### config.mk
export PLATFORM = sky130hd
export DESIGN_NAME = cfa_out
export DESIGN_NICKNAME = d
export VERILOG_FILES = /design/src/design/cfa_pkg.sv /design/src/design/cfa_out.sv
export SDC_FILE = /design/constraint.sdc
export NUM_CORES = 1
export LEC_CHECK = 0
export BUFFER_PORTS_ARGS = -buffer_cell sky130_fd_sc_hd__buf_4
export CORE_ASPECT_RATIO = 1.1
export CORE_MARGIN = 2
export CORE_UTILIZATION = 40
export DETAILED_ROUTE_END_ITERATION = 10
export GPL_ROUTABILITY_DRIVEN = 1
export SYNTH_ARGS = -nofsm -noshare
export SYNTH_HDL_FRONTEND = slang
export SYNTH_SLANG_ARGS = --single-unit
### constraint.sdc
create_clock -name i_clk -period 10.91 [get_ports i_clk]
set_input_delay 1.6365 -clock i_clk [delete_from_list [all_inputs] [get_ports i_clk]]
set_output_delay 1.6365 -clock i_clk [all_outputs]
set_load 0.05 [all_outputs]
### src/design/cfa_pkg.sv
package cfa_pkg;

    localparam int MAX_WIDTH  = 2048;
    localparam int MAX_HEIGHT = 2048;
    localparam int SIZE_W     = 12;
    localparam int POS_W      = 11;
    localparam int BANK_AW    = POS_W - 1;
    localparam int BANK_DEPTH = MAX_WIDTH / 2;
    localparam int REG_AW     = 4;

    localparam logic FMT_YUV = 1'b0;
    localparam logic FMT_RAW = 1'b1;

    localparam logic [7:0]  ALPHA_YUV  = 8'h80;
    localparam logic [7:0]  ALPHA_RAW  = 8'hFF;
    localparam logic [15:0] SAMPLE_MAX = 16'd4095;

    localparam logic [SIZE_W-1:0] WIDTH_RESET  = 12'd1280;
    localparam logic [SIZE_W-1:0] HEIGHT_RESET = 12'd800;

    typedef enum logic [1:0] {
        REG_FORMAT = 2'd0,
        REG_WIDTH  = 2'd1,
        REG_HEIGHT = 2'd2
    } t_reg_idx;

    // sizes already limited to the legal range and made even
    typedef struct packed {
        logic              fmt;
        logic [SIZE_W-1:0] width;
        logic [SIZE_W-1:0] height;
    } t_cfg;

    typedef struct packed {
        logic             quad;
        logic [POS_W-1:0] col;
        logic [POS_W-1:0] row;
        logic [7:0]       y0;
        logic [7:0]       u;
        logic [7:0]       y1;
        logic [7:0]       v;
        logic [7:0]       s8;
        logic [7:0]       g_left;
        logic [7:0]       g_up;
        logic [7:0]       blue;
    } t_item;

    function automatic logic [SIZE_W-1:0] limit_size(input logic [SIZE_W-1:0] v,
                                                      input logic [SIZE_W-1:0] maxv);
        logic [SIZE_W-1:0] t;
        t = v;
        if (t < SIZE_W'(2)) t = SIZE_W'(2);
        if (t > maxv) t = maxv;
        return {t[SIZE_W-1:1], 1'b0};
    endfunction

    function automatic logic [7:0] clamp_chan(input logic signed [19:0] v);
        logic [11:0] q;
        q = v[19:8];
        if (v < 0) return 8'd0;
        if (q > 12'd255) return 8'd255;
        return q[7:0];
    endfunction

    function automatic logic [31:0] yuv_pixel(input logic [7:0] y, input logic [7:0] u,
                                              input logic [7:0] v);
        logic signed [19:0] c, d, e, r, g, b;
        c = $signed({12'b0, y}) - 20'sd16;
        d = $signed({12'b0, u}) - 20'sd128;
        e = $signed({12'b0, v}) - 20'sd128;
        r = 20'sd298 * c + 20'sd409 * e + 20'sd128;
        g = 20'sd298 * c - 20'sd100 * d - 20'sd208 * e + 20'sd128;
        b = 20'sd298 * c + 20'sd516 * d + 20'sd128;
        return {ALPHA_YUV, clamp_chan(r), clamp_chan(g), clamp_chan(b)};
    endfunction

endpackage

### src/design/cfa_out.sv
module cfa_out (
    input  logic                        i_clk,
    input  logic                        i_rst_n,
    input  logic                        i_item_valid,
    input  cfa_pkg::t_item              i_item,
    output logic                        o_take,
    output logic                        o_out_valid,
    input  logic                        i_out_stall,
    output logic [31:0]                 o_pixel_color,
    output logic [cfa_pkg::POS_W-1:0]   o_column,
    output logic [cfa_pkg::POS_W-1:0]   o_row,
    output logic                        o_last
);
    import cfa_pkg::*;

    logic             r_valid;
    logic [1:0]       r_idx, r_last_idx;
    logic [31:0]      r_px  [4];
    logic [POS_W-1:0] r_col [4];
    logic [POS_W-1:0] r_row [4];

    logic [31:0]      n_px  [4];
    logic [POS_W-1:0] n_col [4];
    logic [POS_W-1:0] n_row [4];
    logic [1:0]       n_last_idx;
    logic             deliver, burst_done;
    logic [31:0]      quad_up, quad_lo;
    logic [POS_W-1:0] col_m1, row_m1;

    assign deliver    = r_valid && !i_out_stall;
    assign burst_done = deliver && (r_idx == r_last_idx);
    assign o_take     = !r_valid || burst_done;

    always_comb begin
        quad_up = {ALPHA_RAW, i_item.s8, i_item.g_up, i_item.blue};
        quad_lo = {ALPHA_RAW, i_item.s8, i_item.g_left, i_item.blue};
        col_m1  = i_item.col - POS_W'(1);
        row_m1  = i_item.row - POS_W'(1);
        if (i_item.quad) begin
            n_px  = '{quad_up, quad_up, quad_lo, quad_lo};
            n_col = '{col_m1, i_item.col, col_m1, i_item.col};
            n_row = '{row_m1, row_m1, i_item.row, i_item.row};
            n_last_idx = 2'd3;
        end else begin
            n_px[0]  = yuv_pixel(i_item.y0, i_item.u, i_item.v);
            n_px[1]  = yuv_pixel(i_item.y1, i_item.u, i_item.v);
            n_px[2]  = n_px[1];
            n_px[3]  = n_px[1];
            n_col[0] = i_item.col;
            n_col[1] = i_item.col + POS_W'(1);
            n_col[2] = n_col[1];
            n_col[3] = n_col[1];
            n_row    = '{i_item.row, i_item.row, i_item.row, i_item.row};
            n_last_idx = 2'd1;
        end
    end

    always_ff @(posedge i_clk) begin
        if (!i_rst_n) begin
            r_valid <= 1'b0;
            r_idx   <= '0;
        end else if (o_take) begin
            r_valid <= i_item_valid;
            r_idx   <= '0;
        end else if (deliver) begin
            r_idx <= r_idx + 2'd1;
        end
    end

    always_ff @(posedge i_clk) begin
        if (o_take && i_item_valid) begin
            r_px       <= n_px;
            r_col      <= n_col;
            r_row      <= n_row;
            r_last_idx <= n_last_idx;
        end
    end

    assign o_out_valid   = r_valid;
    assign o_pixel_color = r_px[r_idx];
    assign o_column      = r_col[r_idx];
    assign o_row         = r_row[r_idx];
    assign o_last        = (r_idx == r_last_idx);

endmodule

Yosys cells after proc, flatten, opt, wreduce, memory -nomap -nowiden
Cells that the tools add are included.
- $add $sub $neg: 22
- multiply operators: 6
- divide/modulo/power cells: 0
- magnitude comparators: 13
- eq/ne operators: 1
- shifts and indexed selects: 0
- mux-type cells: 67
- bitwise gates (word level): 2
- reduce and logical (&&, ||, !) cells: 7
- operators with widths (kind ; number):
    8-bit 2-to-1 mux ; 24
    127-bit 2-to-1 mux ; 1
    20-bit by 9-bit adder with 20-bit output, second input constant ; 6
    20-bit by 1-bit < comparator with 1-bit output, second input constant ; 6
    44-bit 2-to-1 mux ; 2
    12-bit by 8-bit greater-than comparator with 1-bit output, second input constant ; 6
    32-bit binary-select mux with 2-bit select ; 1
    32-bit 2-to-1 mux ; 2
    9-bit by 9-bit multiplier with 18-bit output, first input constant ; 3
    11-bit binary-select mux with 2-bit select ; 2
    11-bit 2-to-1 mux ; 4
    19-bit by 19-bit adder with 20-bit output ; 2
    19-bit by 20-bit adder with 20-bit output ; 2
    19-bit by 17-bit subtractor with 20-bit output ; 2
    20-bit by 18-bit subtractor with 20-bit output ; 2
    1-bit 2-to-1 mux ; 30
    11-bit by 1-bit subtractor with 11-bit output, second input constant ; 2
    10-bit by 9-bit multiplier with 19-bit output, first input constant ; 1
    8-bit by 5-bit subtractor with 9-bit output, second input constant ; 2
    8-bit by 8-bit subtractor with 9-bit output, second input constant ; 2
    6-bit by 9-bit multiplier with 15-bit output, first input constant ; 1
    5-bit by 9-bit multiplier with 14-bit output, first input constant ; 1
    11-bit by 1-bit adder with 11-bit output, second input constant ; 1
    3-bit greater-or-equal comparator, second input constant ; 1
    9 further kinds ; 12
- flip-flop bits (word level): 221
- bits in latches: 0
- bits in writable memories: 0
- memory bits (read-only): 0
- input bits: 91
- output and inout port bits: 57
- logic and storage cells: 133
- memories kept: 0

Longest topological paths before layout
- word-level depth: 13
- gate-level depth with buffers: 32
- depth with buffers taken out: 32

Least setup slack after synthesis
No wires, ideal clock.
- path kind: input -> register
- start point: input port i_item[44] in the netlist's numbering
- end point: register r_px[72] in the netlist's numbering, data pin
- library setup time: 0.266 ns
- arrival: 8.095 ns
- path slack: 2.549 ns
- cell stages on the path: 30
- buffers on the path: 2
- cells stage by stage: inv_1 ha_1 inv_1 ha_1 ha_1 inv_1 fa_1 inv_1 fa_1 ha_1 fa_1 a21o_1 a21oi_1 o21bai_1 a21oi_1 o21bai_1 a21oi_1 xnor2_1 fa_1 ha_1 ha_1 clkbuf_1 a21oi_1 nor2_1 or3_1 a31oi_1 xor2_1 a31o_2 buf_4 a32oi_1
- RTL lines (element ; RTL line ; text):
    start: declaration ; cfa_out.sv:5 ; input cfa_pkg::t_item i_item,
    end signal: assignment ; cfa_out.sv:72 ; r_px <= n_px;
    end: declaration ; cfa_out.sv:18 ; logic [31:0] r_px [4];

==> impl_metrics.env <==
export IMPL_vias=13800
export IMPL_cts_path_max_buffers=2
export IMPL_finalSetupViolations=0
export IMPL_yosysWarnings=0
export IMPL_antenna_found_initial=1
export IMPL_netlist_instances=1877
export IMPL_drtIter0Drc=641
export IMPL_fin_nets=2593
export IMPL_status="finished clean"
export IMPL_startpoint_type="primary input"
export IMPL_hold_depth=2
export IMPL_slowest_stage="fa_1"
export IMPL_track_usage_pct=19.4
export IMPL_diodes=0
export IMPL_postSynthAreaPerCell_sq_um=9.50
export IMPL_area_delta_synth_final_pct=12.5
export IMPL_grt_ovfl_total=0
export IMPL_critPathKind="in -> reg"
export IMPL_die_width_microns=205
export IMPL_relSlewSlack_pct=28.0
export IMPL_yosys_area_top_type="ha_1"
export IMPL_final_cell_mix="ha_1 (418), inv_1 (280), buf_4 (152)"
export IMPL_dieArea_sq_um=46300
export IMPL_ant_nets=0
export IMPL_htree_num_levels=4
export IMPL_yosys_top_cells_area="ha_1 (29%), edfxtp_1 (19%), fa_1 (8.8%), inv_1 (5.9%), xnor2_1 (4.8%)"
export IMPL_cts_tree="yes"
export IMPL_final_layout_size_suffix_gt1_share_pct=12.7
export IMPL_dr_pass1_iters=6
export IMPL_required_ns=11.17
export IMPL_synth_nets=2464
export IMPL_synthDistinctLibCells=86
export IMPL_wl_per_cell_microns=17.1
export IMPL_ys_flop_type="edfxtp_1"
export IMPL_grt_pass1_wl_mm=70.3
export IMPL_portBuffers=146
export IMPL_viasPerCell=5.30
export IMPL_cts_root_buffer="clkbuf_16"
export IMPL_ios=148
export IMPL_rr_endpoint="r_row[11]"
export IMPL_tightestPinTransition_ns=1.08
export IMPL_drv_cap=0
export IMPL_grt_max_degree=78
export IMPL_cts_resized=0
export IMPL_dp_hpwl_mm=38.2
export IMPL_drc=0
export IMPL_reg2reg_from="r_idx[1]"
export IMPL_critPathMaxFanout=14
export IMPL_clock_sinks=115
export IMPL_final_common_cell="ha_1"
export IMPL_r2r_slack_ns=7.53
export IMPL_synth_edf_count=112
export IMPL_syn_area_sq_um=17800
export IMPL_critical_path_max_stage_delay_ns=0.52
export IMPL_post_synth_top_area_fraction_pct=29.3
export IMPL_skew_ns=0.00619
export IMPL_grt_pass1_vias=13500
export IMPL_min_from="o_out_valid"
export IMPL_setup_tns_ns=0
export IMPL_r2r_cells=5
export IMPL_crit_top_cell="ha_1"
export IMPL_rsz0062_at_grt="no"
export IMPL_slew_violations=0
export IMPL_end_kind="flop"
export IMPL_synth_seq_cells=115
export IMPL_hold_path_class="reg -> reg"
export IMPL_whs_endpoint="r_idx[1]"
export IMPL_max_freq_mhz=114
export IMPL_path_clk_slew_ns=0.06
export IMPL_start_util_pct=40.3
export IMPL_async_reset_ff_share_pct=0
export IMPL_postCtsHoldBufs=0
export IMPL_insertion_delay_ns=0.42
export IMPL_core_area_sq_um=44200
export IMPL_row_count=81
export IMPL_final_hold_viol_count=0
export IMPL_min_period_ns=8.75
export IMPL_ys_seq_area_share_pct=19.2
export IMPL_numCtsBuffers=17
export IMPL_dieHeight_microns=225
export IMPL_fin_crit_sh_pct=80.2
export IMPL_place_congestion=0.916
export IMPL_drt_wl_total_mm=44.6
export IMPL_cp_data_arrival_time_ns=9.02
export IMPL_post_cts_setup_buffers=0
-- synthesized netlist by cell type, types with 8 or more instances --
cell and count:
o211ai_1 8, a21o_1 39, o21ai_0 61, mux2_2 28, fa_1 78, clkbuf_1 24
nand2_1 87, o21bai_1 17, xor2_1 59, a31oi_1 13, nand3_1 34, buf_4 9
a21oi_1 86, and2_1 10, a32oi_1 10, or3_1 10, nor2_1 88, or2_2 11
a311oi_1 11, ha_1 418, and3_1 26, inv_1 280, edfxtp_1 112, o21a_1 11
nand2b_1 17, xnor2_1 98, nor2b_1 21, mux2i_1 21, a211oi_1 27, o31ai_1 9
nor3_1 30
-- state kept, by name, indices dropped and copies added, names as in the netlist --
register	cells
r_row	22
r_idx	2
o_out_valid	1
r_col	33
r_px	57
-- worst max-delay path by stage --
| stage | from | endpoint | slack (ns) |
|---|---|---|---|
| after floorplan | i_item[44] | r_px[72] | 2.55 |
| after global placement | i_item[44] | r_px[41] | 1.89 |
| after detailed placement | i_item[44] | r_px[77] | 1.71 |
| after CTS | i_item[44] | r_px[77] | 2.14 |
| after global routing | i_item[44] | r_px[42] | 1.73 |
| final | i_item[44] | r_px[77] | 2.16 |
-- routing by layer --
layer	wire, microns	vias to the layer above	global-route usage, %
met2	21600	278	34.2
li1	-	6897	-
met3	1520	56	1.97
met1	20400	6541	25.2
met5	13	-	0
met4	977	2	5.13
-- kinds of logic after synthesis --
kind of cell / synth area share, %
xor gates and xnor gates: 7.71
and+or+nand+nor: 10.5
muxes: 3.03
AOI/OAI and AO/OA: 14.4
adders and majority gates: 38.1
other: 0.0210
DFF: 19.2
buffers and inverters: 7.02
-- cell type report --
cell class              count  area (sq um)
clock buffers              17           425
clock inverters            15           124
fillers                  4339         24100
inverters                 281          1050
multi-input cells        1439         13200
flip-flops and latches    115          3420
well taps                 581           727
repair buffers            152          1140
-- through the flow --
step	hold slack (ns)	util [%]	worst slack [ns]	instance area, sq um	std cells
2_1_floorplan	0.673	-	2.55	17800	1877
3_3_place_gp	0.470	44.1	1.89	19500	2568
3_5_place_dp	0.493	44.1	1.71	19500	2568
4_1_cts	0.506	45.4	2.14	20000	2600
5_1_grt	0.519	45.4	1.73	20000	2600
6_report	0.490	45.4	2.16	20000	2600
-- critical path: cells and delay by family --
family          cells  cell delay (ns)
fa+ha+maj          10             3.80
compound gates     10             2.06
simple gates        3             0.75
buf+inv             5             0.45
xor+xnor            1             0.31
Power is left out: the tool's default activity adds up to more than one toggle a clock period on the data nets, which glitch-free logic cannot reach.
