===== config.mk =====
export PLATFORM = sky130hd
export DESIGN_NAME = cfa_regs
export DESIGN_NICKNAME = d
export VERILOG_FILES = /design/src/design/cfa_pkg.sv /design/src/design/cfa_regs.sv
export SDC_FILE = /design/constraint.sdc
export NUM_CORES = 1
export LEC_CHECK = 0
export ABC_AREA = 1
export BUFFER_PORTS_ARGS = -buffer_cell sky130_fd_sc_hd__clkbuf_2
export CAP_MARGIN = 25
export CORE_MARGIN = 2
export CORE_UTILIZATION = 39
export CTS_CLUSTER_DIAMETER = 30
export DETAILED_ROUTE_END_ITERATION = 6
export PLACE_DENSITY = 0.76
export RECOVER_POWER = 25
export SLEW_MARGIN = 15
export SYNTH_ARGS = -nofsm -noshare
export SYNTH_HDL_FRONTEND = slang
export SYNTH_SLANG_ARGS = --single-unit

===== constraint.sdc =====
create_clock -name i_clk -period 1.1 [get_ports i_clk]
set_clock_uncertainty 0.15 [all_clocks]
set_input_delay 0.22 -clock i_clk [delete_from_list [all_inputs] [get_ports i_clk]]
set_output_delay 0.22 -clock i_clk [all_outputs]
set_load 0.01 [all_outputs]

===== src/design/cfa_pkg.sv =====
package cfa_pkg;

    localparam int MAX_WIDTH  = 2048;
    localparam int MAX_HEIGHT = 2048;
    localparam int SIZE_W     = 12;
    localparam int POS_W      = 11;
    localparam int BANK_AW    = POS_W - 1;
    localparam int BANK_DEPTH = MAX_WIDTH / 2;
    localparam int REG_AW     = 4;

    localparam logic FMT_YUV = 1'b0;
    localparam logic FMT_RAW = 1'b1;

    localparam logic [7:0]  ALPHA_YUV  = 8'h80;
    localparam logic [7:0]  ALPHA_RAW  = 8'hFF;
    localparam logic [15:0] SAMPLE_MAX = 16'd4095;

    localparam logic [SIZE_W-1:0] WIDTH_RESET  = 12'd1280;
    localparam logic [SIZE_W-1:0] HEIGHT_RESET = 12'd800;

    typedef enum logic [1:0] {
        REG_FORMAT = 2'd0,
        REG_WIDTH  = 2'd1,
        REG_HEIGHT = 2'd2
    } t_reg_idx;

    // sizes already limited to the legal range and made even
    typedef struct packed {
        logic              fmt;
        logic [SIZE_W-1:0] width;
        logic [SIZE_W-1:0] height;
    } t_cfg;

    typedef struct packed {
        logic             quad;
        logic [POS_W-1:0] col;
        logic [POS_W-1:0] row;
        logic [7:0]       y0;
        logic [7:0]       u;
        logic [7:0]       y1;
        logic [7:0]       v;
        logic [7:0]       s8;
        logic [7:0]       g_left;
        logic [7:0]       g_up;
        logic [7:0]       blue;
    } t_item;

    function automatic logic [SIZE_W-1:0] limit_size(input logic [SIZE_W-1:0] v,
                                                      input logic [SIZE_W-1:0] maxv);
        logic [SIZE_W-1:0] t;
        t = v;
        if (t < SIZE_W'(2)) t = SIZE_W'(2);
        if (t > maxv) t = maxv;
        return {t[SIZE_W-1:1], 1'b0};
    endfunction

    function automatic logic [7:0] clamp_chan(input logic signed [19:0] v);
        logic [11:0] q;
        q = v[19:8];
        if (v < 0) return 8'd0;
        if (q > 12'd255) return 8'd255;
        return q[7:0];
    endfunction

    function automatic logic [31:0] yuv_pixel(input logic [7:0] y, input logic [7:0] u,
                                              input logic [7:0] v);
        logic signed [19:0] c, d, e, r, g, b;
        c = $signed({12'b0, y}) - 20'sd16;
        d = $signed({12'b0, u}) - 20'sd128;
        e = $signed({12'b0, v}) - 20'sd128;
        r = 20'sd298 * c + 20'sd409 * e + 20'sd128;
        g = 20'sd298 * c - 20'sd100 * d - 20'sd208 * e + 20'sd128;
        b = 20'sd298 * c + 20'sd516 * d + 20'sd128;
        return {ALPHA_YUV, clamp_chan(r), clamp_chan(g), clamp_chan(b)};
    endfunction

endpackage


===== src/design/cfa_regs.sv =====
module cfa_regs (
    input  logic                        i_clk,
    input  logic                        i_rst_n,
    input  logic                        psel,
    input  logic                        penable,
    input  logic                        pwrite,
    input  logic [cfa_pkg::REG_AW-1:0]  paddr,
    input  logic [31:0]                 pwdata,
    output logic [31:0]                 prdata,
    output logic                        pready,
    output cfa_pkg::t_cfg               o_cfg
);
    import cfa_pkg::*;

    logic              r_format;
    logic [SIZE_W-1:0] r_width;
    logic [SIZE_W-1:0] r_height;
    t_reg_idx          reg_idx;
    logic              wr_en;

    assign pready  = 1'b1;
    assign reg_idx = t_reg_idx'(paddr[REG_AW-1:2]);
    assign wr_en   = psel && penable && pwrite && pready;

    always_ff @(posedge i_clk) begin
        if (!i_rst_n) begin
            r_format <= FMT_YUV;
            r_width  <= WIDTH_RESET;
            r_height <= HEIGHT_RESET;
        end else if (wr_en) begin
            unique case (reg_idx)
                REG_FORMAT: r_format <= pwdata[0];
                REG_WIDTH:  r_width  <= pwdata[SIZE_W-1:0];
                REG_HEIGHT: r_height <= pwdata[SIZE_W-1:0];
                default: ;
            endcase
        end
    end

    always_comb begin
        unique case (reg_idx)
            REG_FORMAT: prdata = {31'd0, r_format};
            REG_WIDTH:  prdata = {{(32-SIZE_W){1'b0}}, r_width};
            REG_HEIGHT: prdata = {{(32-SIZE_W){1'b0}}, r_height};
            default:    prdata = 32'd0;
        endcase
    end

    assign o_cfg.fmt    = r_format;
    assign o_cfg.width  = limit_size(r_width, SIZE_W'(MAX_WIDTH));
    assign o_cfg.height = limit_size(r_height, SIZE_W'(MAX_HEIGHT));

endmodule


After elaboration in Yosys (flattened, before gate mapping)
Index checks and enable logic that the tools add are counted.
W data, S select, Z words.
{ "word_totals": {"register_bits": 25, "inputBits": 41, "out_inout_bits": 58} }
{ "op_classes": {"n_lt_le_gt_ge": 4, "eq_ne": 2, "n_mux": 5, "reduce_logical": 6} }
{ "ops": {"columns": ["cell", "n"], "rows": [
  ["$mux W12", 4],
  ["$pmux W12 S3", 1],
  ["$gt A12 B12 Y1 const B", 2],
  ["$lt A12 B2 Y1 const B", 2],
  ["$reduce_and A2 Y1", 3],
  ["$eq A2 B1 Y1 const B", 1],
  ["$eq A2 B2 Y1 const B", 1],
  ["$logic_and A1 B1 Y1", 2],
  ["$logic_not A2 Y1", 1]
]} }

Longest topological paths before layout
Gate-level depths: netlist of the first run.
{ "depth": {"depth_word": 4, "mapped_depth": 7, "depth_no_buf": 7} }

Worst setup path before layout of the first run
No wires, ideal clock.
{ "synth_path": {"kind": "register to output", "start": "reg r_width[6]", "end": "out o_cfg[14] (netlist name)", "t_arrival_ns": 0.945, "required_ns": 0.730, "setup_slack_ns": -0.215, "path_stages_with_launch": 6, "n_path_buf": 0, "cell_sequence": "dfxtp_1 nor2_1 nand2_1 nor2_1 nand2_2 a21oi_1"} }
{ "synth_rtl": {"columns": ["element", "line_no", "rtl"], "rows": [
  ["start: declaration", "cfa_regs.sv:16", "logic [SIZE_W-1:0] r_width;"],
  ["start signal: assignment", "cfa_regs.sv:33", "REG_WIDTH: r_width <= pwdata[SIZE_W-1:0];"],
  ["end: declaration", "cfa_regs.sv:11", "output cfa_pkg::t_cfg o_cfg"]
]} }

==> results of run 1 <==
==> per-stage QoR <==
stage	instances	hold slack (ps)
floorplan	258	192.5
global placement	360	304.0
detailed placement	360	312.6
CTS	371	23.21
global route	376	35.24
finish	376	28.50
==> power by group <==
part	total, mW	internal, mW	switching [mW]
clock	0.581	0.257	0.324
sequential	0.941	0.924	0.0176
combinational	0.451	0.187	0.264
total	1.97	1.37	0.606
==> logic make-up after synthesis <==
logic type	after synthesis	synth area share
simple gates	93	0.2671
flops	25	0.3010
other cells	2	0.004516
compound gates	52	0.2114
buf+inv	65	0.2159
==> state kept, by name, summed over array words and instances (netlist names) <==
signal and cells:
r_format 1, r_height 12, r_width 12
==> synthesized netlist by cell type (all sizes together) <==
library cell and instances:
nand2 31, conb 2, nor3 2, a21oi 16, o21ai 20, o221ai 1
clkbuf 3, nor2 58, buf 31, o22ai 10, nand3 2, inv 31
dfxtp 25, o211ai 5
==> layout by cell type (no fill, tap or decap), types with 11 or more instances in the layout <==
master / netlist / routed
o21ai_2: 10 / 11
buf_6: 1 / 30
buf_4: 24 / 17
dfxtp_2: 0 / 22
buf_2: 5 / 25
nor2_2: 10 / 13
nand2_1: 27 / 20
nor2_1: 46 / 35
a21oi_2: 0 / 15
conb_1: 2 / 23
clkbuf_2: 0 / 19
inv_2: 4 / 16
==> repair_timing <==
action                                  4_1_cts  5_1_grt
pin swaps                                    27       22
endpoints found under the setup margin       35       43
setup buffers                                 5        9
gates resized for setup                      86       68
cloned                                        4        0
hold endpoints to repair                      0        0
==> critical path: cells and delay by family (launching register included) <==
family | cells | cell delay, ps
and+or+nand+nor | 6 | 660
DFF | 1 | 340
buffers and inverters | 2 | 140
==> area by class of cell <==
cell class | count | area [sq um] | share of cell area
sequential | 25 | 535.5 | 0.1978
tap | 50 | 62.56 | 0.02311
clock inverter | 1 | 7.507 | 0.002773
timing repair buffer | 96 | 785.8 | 0.2902
multi-input combinational | 170 | 1139 | 0.4205
clock buffer | 3 | 41.29 | 0.01525
inverter | 31 | 136.4 | 0.05037
==> path summary, 6_finish.rpt <==
check	from	end	slack, ps	cells after the start
worst max-delay path	r_width[9]	o_cfg[13]	-680	8
worst min-delay path	pwdata[10]	r_width[10]	30	3
worst max register to register	r_height[10]	r_height[10]	0	5
worst min register to register	r_format	r_format	370	2
==> per-layer routing <==
layer  share of wire  vias up  GRT usage
li1                -      888          -
met1            0.39      895     0.2456
met2            0.53       83     0.3771
met3           0.046       16    0.02907
met4           0.031        0    0.07843
met5               0        -          0
==> flow_summary.json, run 1 <==
{
  "p_leak_nw": 1.302,
  "fmax_ghz": 0.5607,
  "nets": 368,
  "antenna_left": 0,
  "die-area_sq_mm": 0.004802,
  "final_cell_area_sq_mm": 0.002708,
  "synth_seq_cells": 25,
  "num_antenna_cells": 0,
  "cts_tree": "built",
  "io_pins": 99,
  "max_cap_violations": 0,
  "grtUsageTotal": 0.2078,
  "grt_pass1_vias": 1723,
  "place_worst_setup_slack_ps": -379.3,
  "viasPerCell": 5.005,
  "routed_wl_mm": 5.583,
  "dr.pass1.iters": 5,
  "critical_path_arrival_ps": 1410,
  "grt.overflow.total": 0,
  "drt_first_iter_violations": 69,
  "start_util": 0.4098,
  "vdd_drop_max_v": 0.0005055,
  "wl_per_cell_microns": 14.85,
  "ys_warn_count": 0,
  "std_cell_rows": 23,
  "crit_fanout": 5,
  "synth.area.top_cells": "dfxtp_1 30%, buf_4 11%, nor2_1 10%",
  "worstSetupPathType": "reg -> out",
  "grt_antenna_before_repair": 0,
  "worst_setup_path_start_kind": "register",
  "placed_area_sq_mm": 0.002260,
  "fill_cells": 307,
  "grt_pass1_wl_mm": 8.142,
  "cp-end-kind": "output pin",
  "area_growth_pct": 62.83,
  "die_w_microns": 69.30,
  "path_cells": "nor2_2 > nand2_2 > nor2_4 > nand2_4 > nand2_2 > nand2_2 > inv_2 > buf_6",
  "cpPeakStageDelay_ps": 340,
  "power_mw": 1.974,
  "clk_pin_slew_ps": 100,
  "drive_above_1_share": 0.6963,
  "final_hold_viol_count": 0,
  "fin_tns_setup_ps": -16700,
  "required_ps": 730,
  "rsz0062_at_grt": "yes",
  "clock-root-buffer": "clkbuf_8",
  "vias": 1882,
  "hpwl_mm": 3.527,
  "synth_top_area_share": 0.3010,
  "period_minus_slack_ps": 1784,
  "ys_seq_area_frac": 0.3010,
  "cts_buffers": 3,
  "status": "complete, but fails checks",
  "min_path_type": "in -> reg",
  "htreeDepth": 1,
  "utilization": 0.6673,
  "slowest_stage": "dfxtp_2",
  "finalSetupViolations": 41,
  "synth_area_per_cell_sq_um": 7.016,
  "syn_inst": 237,
  "synthesis.area_sq_mm": 0.001663,
  "clock-sinks": 25,
  "setup_slack_ps": -683.5,
  "yosysUniqueCellTypes": 24,
  "postCtsHoldBufs": 0,
  "grt_max_degree": 26,
  "violations": "negative setup slack",
  "gp_congestion": 0.9159,
  "clock_path_buffers": 2,
  "drc": 0,
  "yosys.area.top_type": "dfxtp_1",
  "power_per_cell_area_mw_per_mm2": 728.9,
  "portBuffers": 53,
  "final-max-slew-violation-count": 0,
  "period_share": 1.621,
  "cpMostUsedCell": "nand2_2",
  "coreArea_sq_mm": 0.004058,
  "clk_latency_ps": 270,
  "die_h_microns": 69.30
}
(Power assumes the default switching activity.)
==> inputs of run 2 (changes only) <==
--- a/config.mk
+++ b/config.mk
@@ -8,6 +8,7 @@
 export ABC_AREA = 1
 export BUFFER_PORTS_ARGS = -buffer_cell sky130_fd_sc_hd__clkbuf_2
 export CAP_MARGIN = 25
+export CORE_ASPECT_RATIO = 2
 export CORE_MARGIN = 2
 export CORE_UTILIZATION = 39
 export CTS_CLUSTER_DIAMETER = 30
==> flow_summary.json, run 2 (synthesis gave the netlist of run 1 again) <==
{
  "vias": 1852,
  "cpMostUsedCell": "nand2_1",
  "drt_first_iter_violations": 30,
  "p_leak_nw": 1.316,
  "grt_max_degree": 26,
  "critical_path_arrival_ps": 1400,
  "area_growth_pct": 66.29,
  "period_minus_slack_ps": 1768,
  "route.met3.wl_microns": 216,
  "setup_slack_ps": -667.5,
  "clk_pin_slew_ps": 80,
  "grt.overflow.total": 0,
  "fill_cells": 322,
  "fin_tns_setup_ps": -16010,
  "top_regs": "r_height x12, r_width x12, r_format x1",
  "crit_fanout": 2,
  "violations": "negative setup slack",
  "io_pins": 99,
  "min_path_type": "in -> reg",
  "final_hold_viol_count": 0,
  "routed_wl_mm": 5.765,
  "drc": 0,
  "finalSetupViolations": 36,
  "clock_path_buffers": 2,
  "coreArea_sq_mm": 0.004088,
  "die_h_microns": 96.34,
  "htreeDepth": 1,
  "power_per_cell_area_mw_per_mm2": 712.2,
  "worst_setup_path_start_kind": "register",
  "grt_pass1_vias": 1728,
  "portBuffers": 53,
  "die-area_sq_mm": 0.004833,
  "start_util": 0.4068,
  "num_antenna_cells": 0,
  "die_w_microns": 50.17,
  "required_ps": 730,
  "cpPeakStageDelay_ps": 340,
  "dr.pass1.iters": 4,
  "nets": 375,
  "fmax_ghz": 0.5658,
  "final-max-slew-violation-count": 0,
  "std_cell_rows": 33,
  "period_share": 1.607,
  "cts_tree": "built",
  "clock-root-buffer": "clkbuf_8",
  "postCtsHoldBufs": 0,
  "clk_latency_ps": 270,
  "worstSetupPathType": "reg -> out",
  "vdd_drop_max_v": 0.0007875,
  "route.met2.wl_mm": 3.381,
  "grtUsageTotal": 0.2171,
  "wl_per_cell_microns": 14.97,
  "grt_pass1_wl_mm": 7.935,
  "highest_layer": "met4",
  "rsz0062_at_grt": "yes",
  "gp_congestion": 0.8507,
  "cts_buffers": 3,
  "hold_ws_ps": 27.57,
  "cp-end-kind": "output pin",
  "max_cap_violations": 0,
  "status": "complete, but fails checks",
  "viasPerCell": 4.810,
  "grt_antenna_before_repair": 0,
  "hpwl_mm": 3.631,
  "drive_above_1_share": 0.7267,
  "clock-sinks": 25,
  "place_worst_setup_slack_ps": -416.9,
  "path_cells": "nor2_4 > nand2_2 > buf_4 > nor2_1 > nand2_1 > nand2_1 > nand2_1 > inv_2 > clkbuf_2",
  "layout_common_cells": "29 x nor2_1, 29 x buf_2, 27 x buf_4, 23 x conb_1, 23 x buf_6",
  "antenna_left": 0,
  "slowest_stage": "dfxtp_2",
  "met1_length_mm": 1.980
}
## run 2: cell types whose count changed in the layout (fill, tap and decap cells not counted), sizes merged
cell | previous run | this run
buf | 77 | 83
clkinv | 0 | 1
clkinvlp | 1 | 0
inv | 31 | 30
nand2 | 33 | 35
## run 2: worst paths after layout
path	from	slack, ps	depth (start not counted)	to
max	r_width[5]	-670	9	o_cfg[13]
max reg2reg	r_height[4]	-20	4	r_height[4]
min	pwdata[10]	30	3	r_width[10]
min reg2reg	r_format	360	2	r_format
## run 2: metal layers
metal | up-vias | global-route usage
met5 | - | 0
met4 | 0 | 0.1343
met3 | 13 | 0.01398
met2 | 67 | 0.4211
met1 | 872 | 0.2160
li1 | 900 | -
## run 2: power breakdown
group | internal, mW | total (mW) | switching [mW]
sequential | 0.921 | 0.941 | 0.0195
combinational | 0.191 | 0.468 | 0.277
clock | 0.260 | 0.560 | 0.301
total | 1.37 | 1.97 | 0.598
## run 2: cell type report
type | instances | area, sq um | share of cell area
multi-input cells | 172 | 1205 | 0.4357
inverters | 31 | 143.9 | 0.05204
flip-flops and latches | 25 | 536.8 | 0.1941
clock buffers | 4 | 45.04 | 0.01629
well taps | 52 | 65.06 | 0.02353
repair buffers | 101 | 769.5 | 0.2783
## run 2: metrics by stage
stage | std cells | total power, mW | cell area (sq um) | utilization
3_5_place_dp | 364 | 1.325 | 2240 | 0.5479
5_1_grt | 385 | 2.046 | 2765 | 0.6765
6_report | 385 | 1.969 | 2765 | 0.6765
4_1_cts | 375 | 1.901 | 2536 | 0.6204
2_1_floorplan | 258 | 1.237 | 1873 | -
3_3_place_gp | 364 | 1.320 | 2240 | 0.5479
## run 2: timing repair
item,4_1_cts,5_1_grt
gates cloned,3,2
pin swaps,22,23
setup endpoints to repair,35,56
buffers inserted,5,12
resized for setup,86,89
## run 2: critical path: cells and delay by family (launching register included)
kind | cells | cell delay (ps)
simple gates | 6 | 490
flops | 1 | 340
buf+inv | 3 | 290
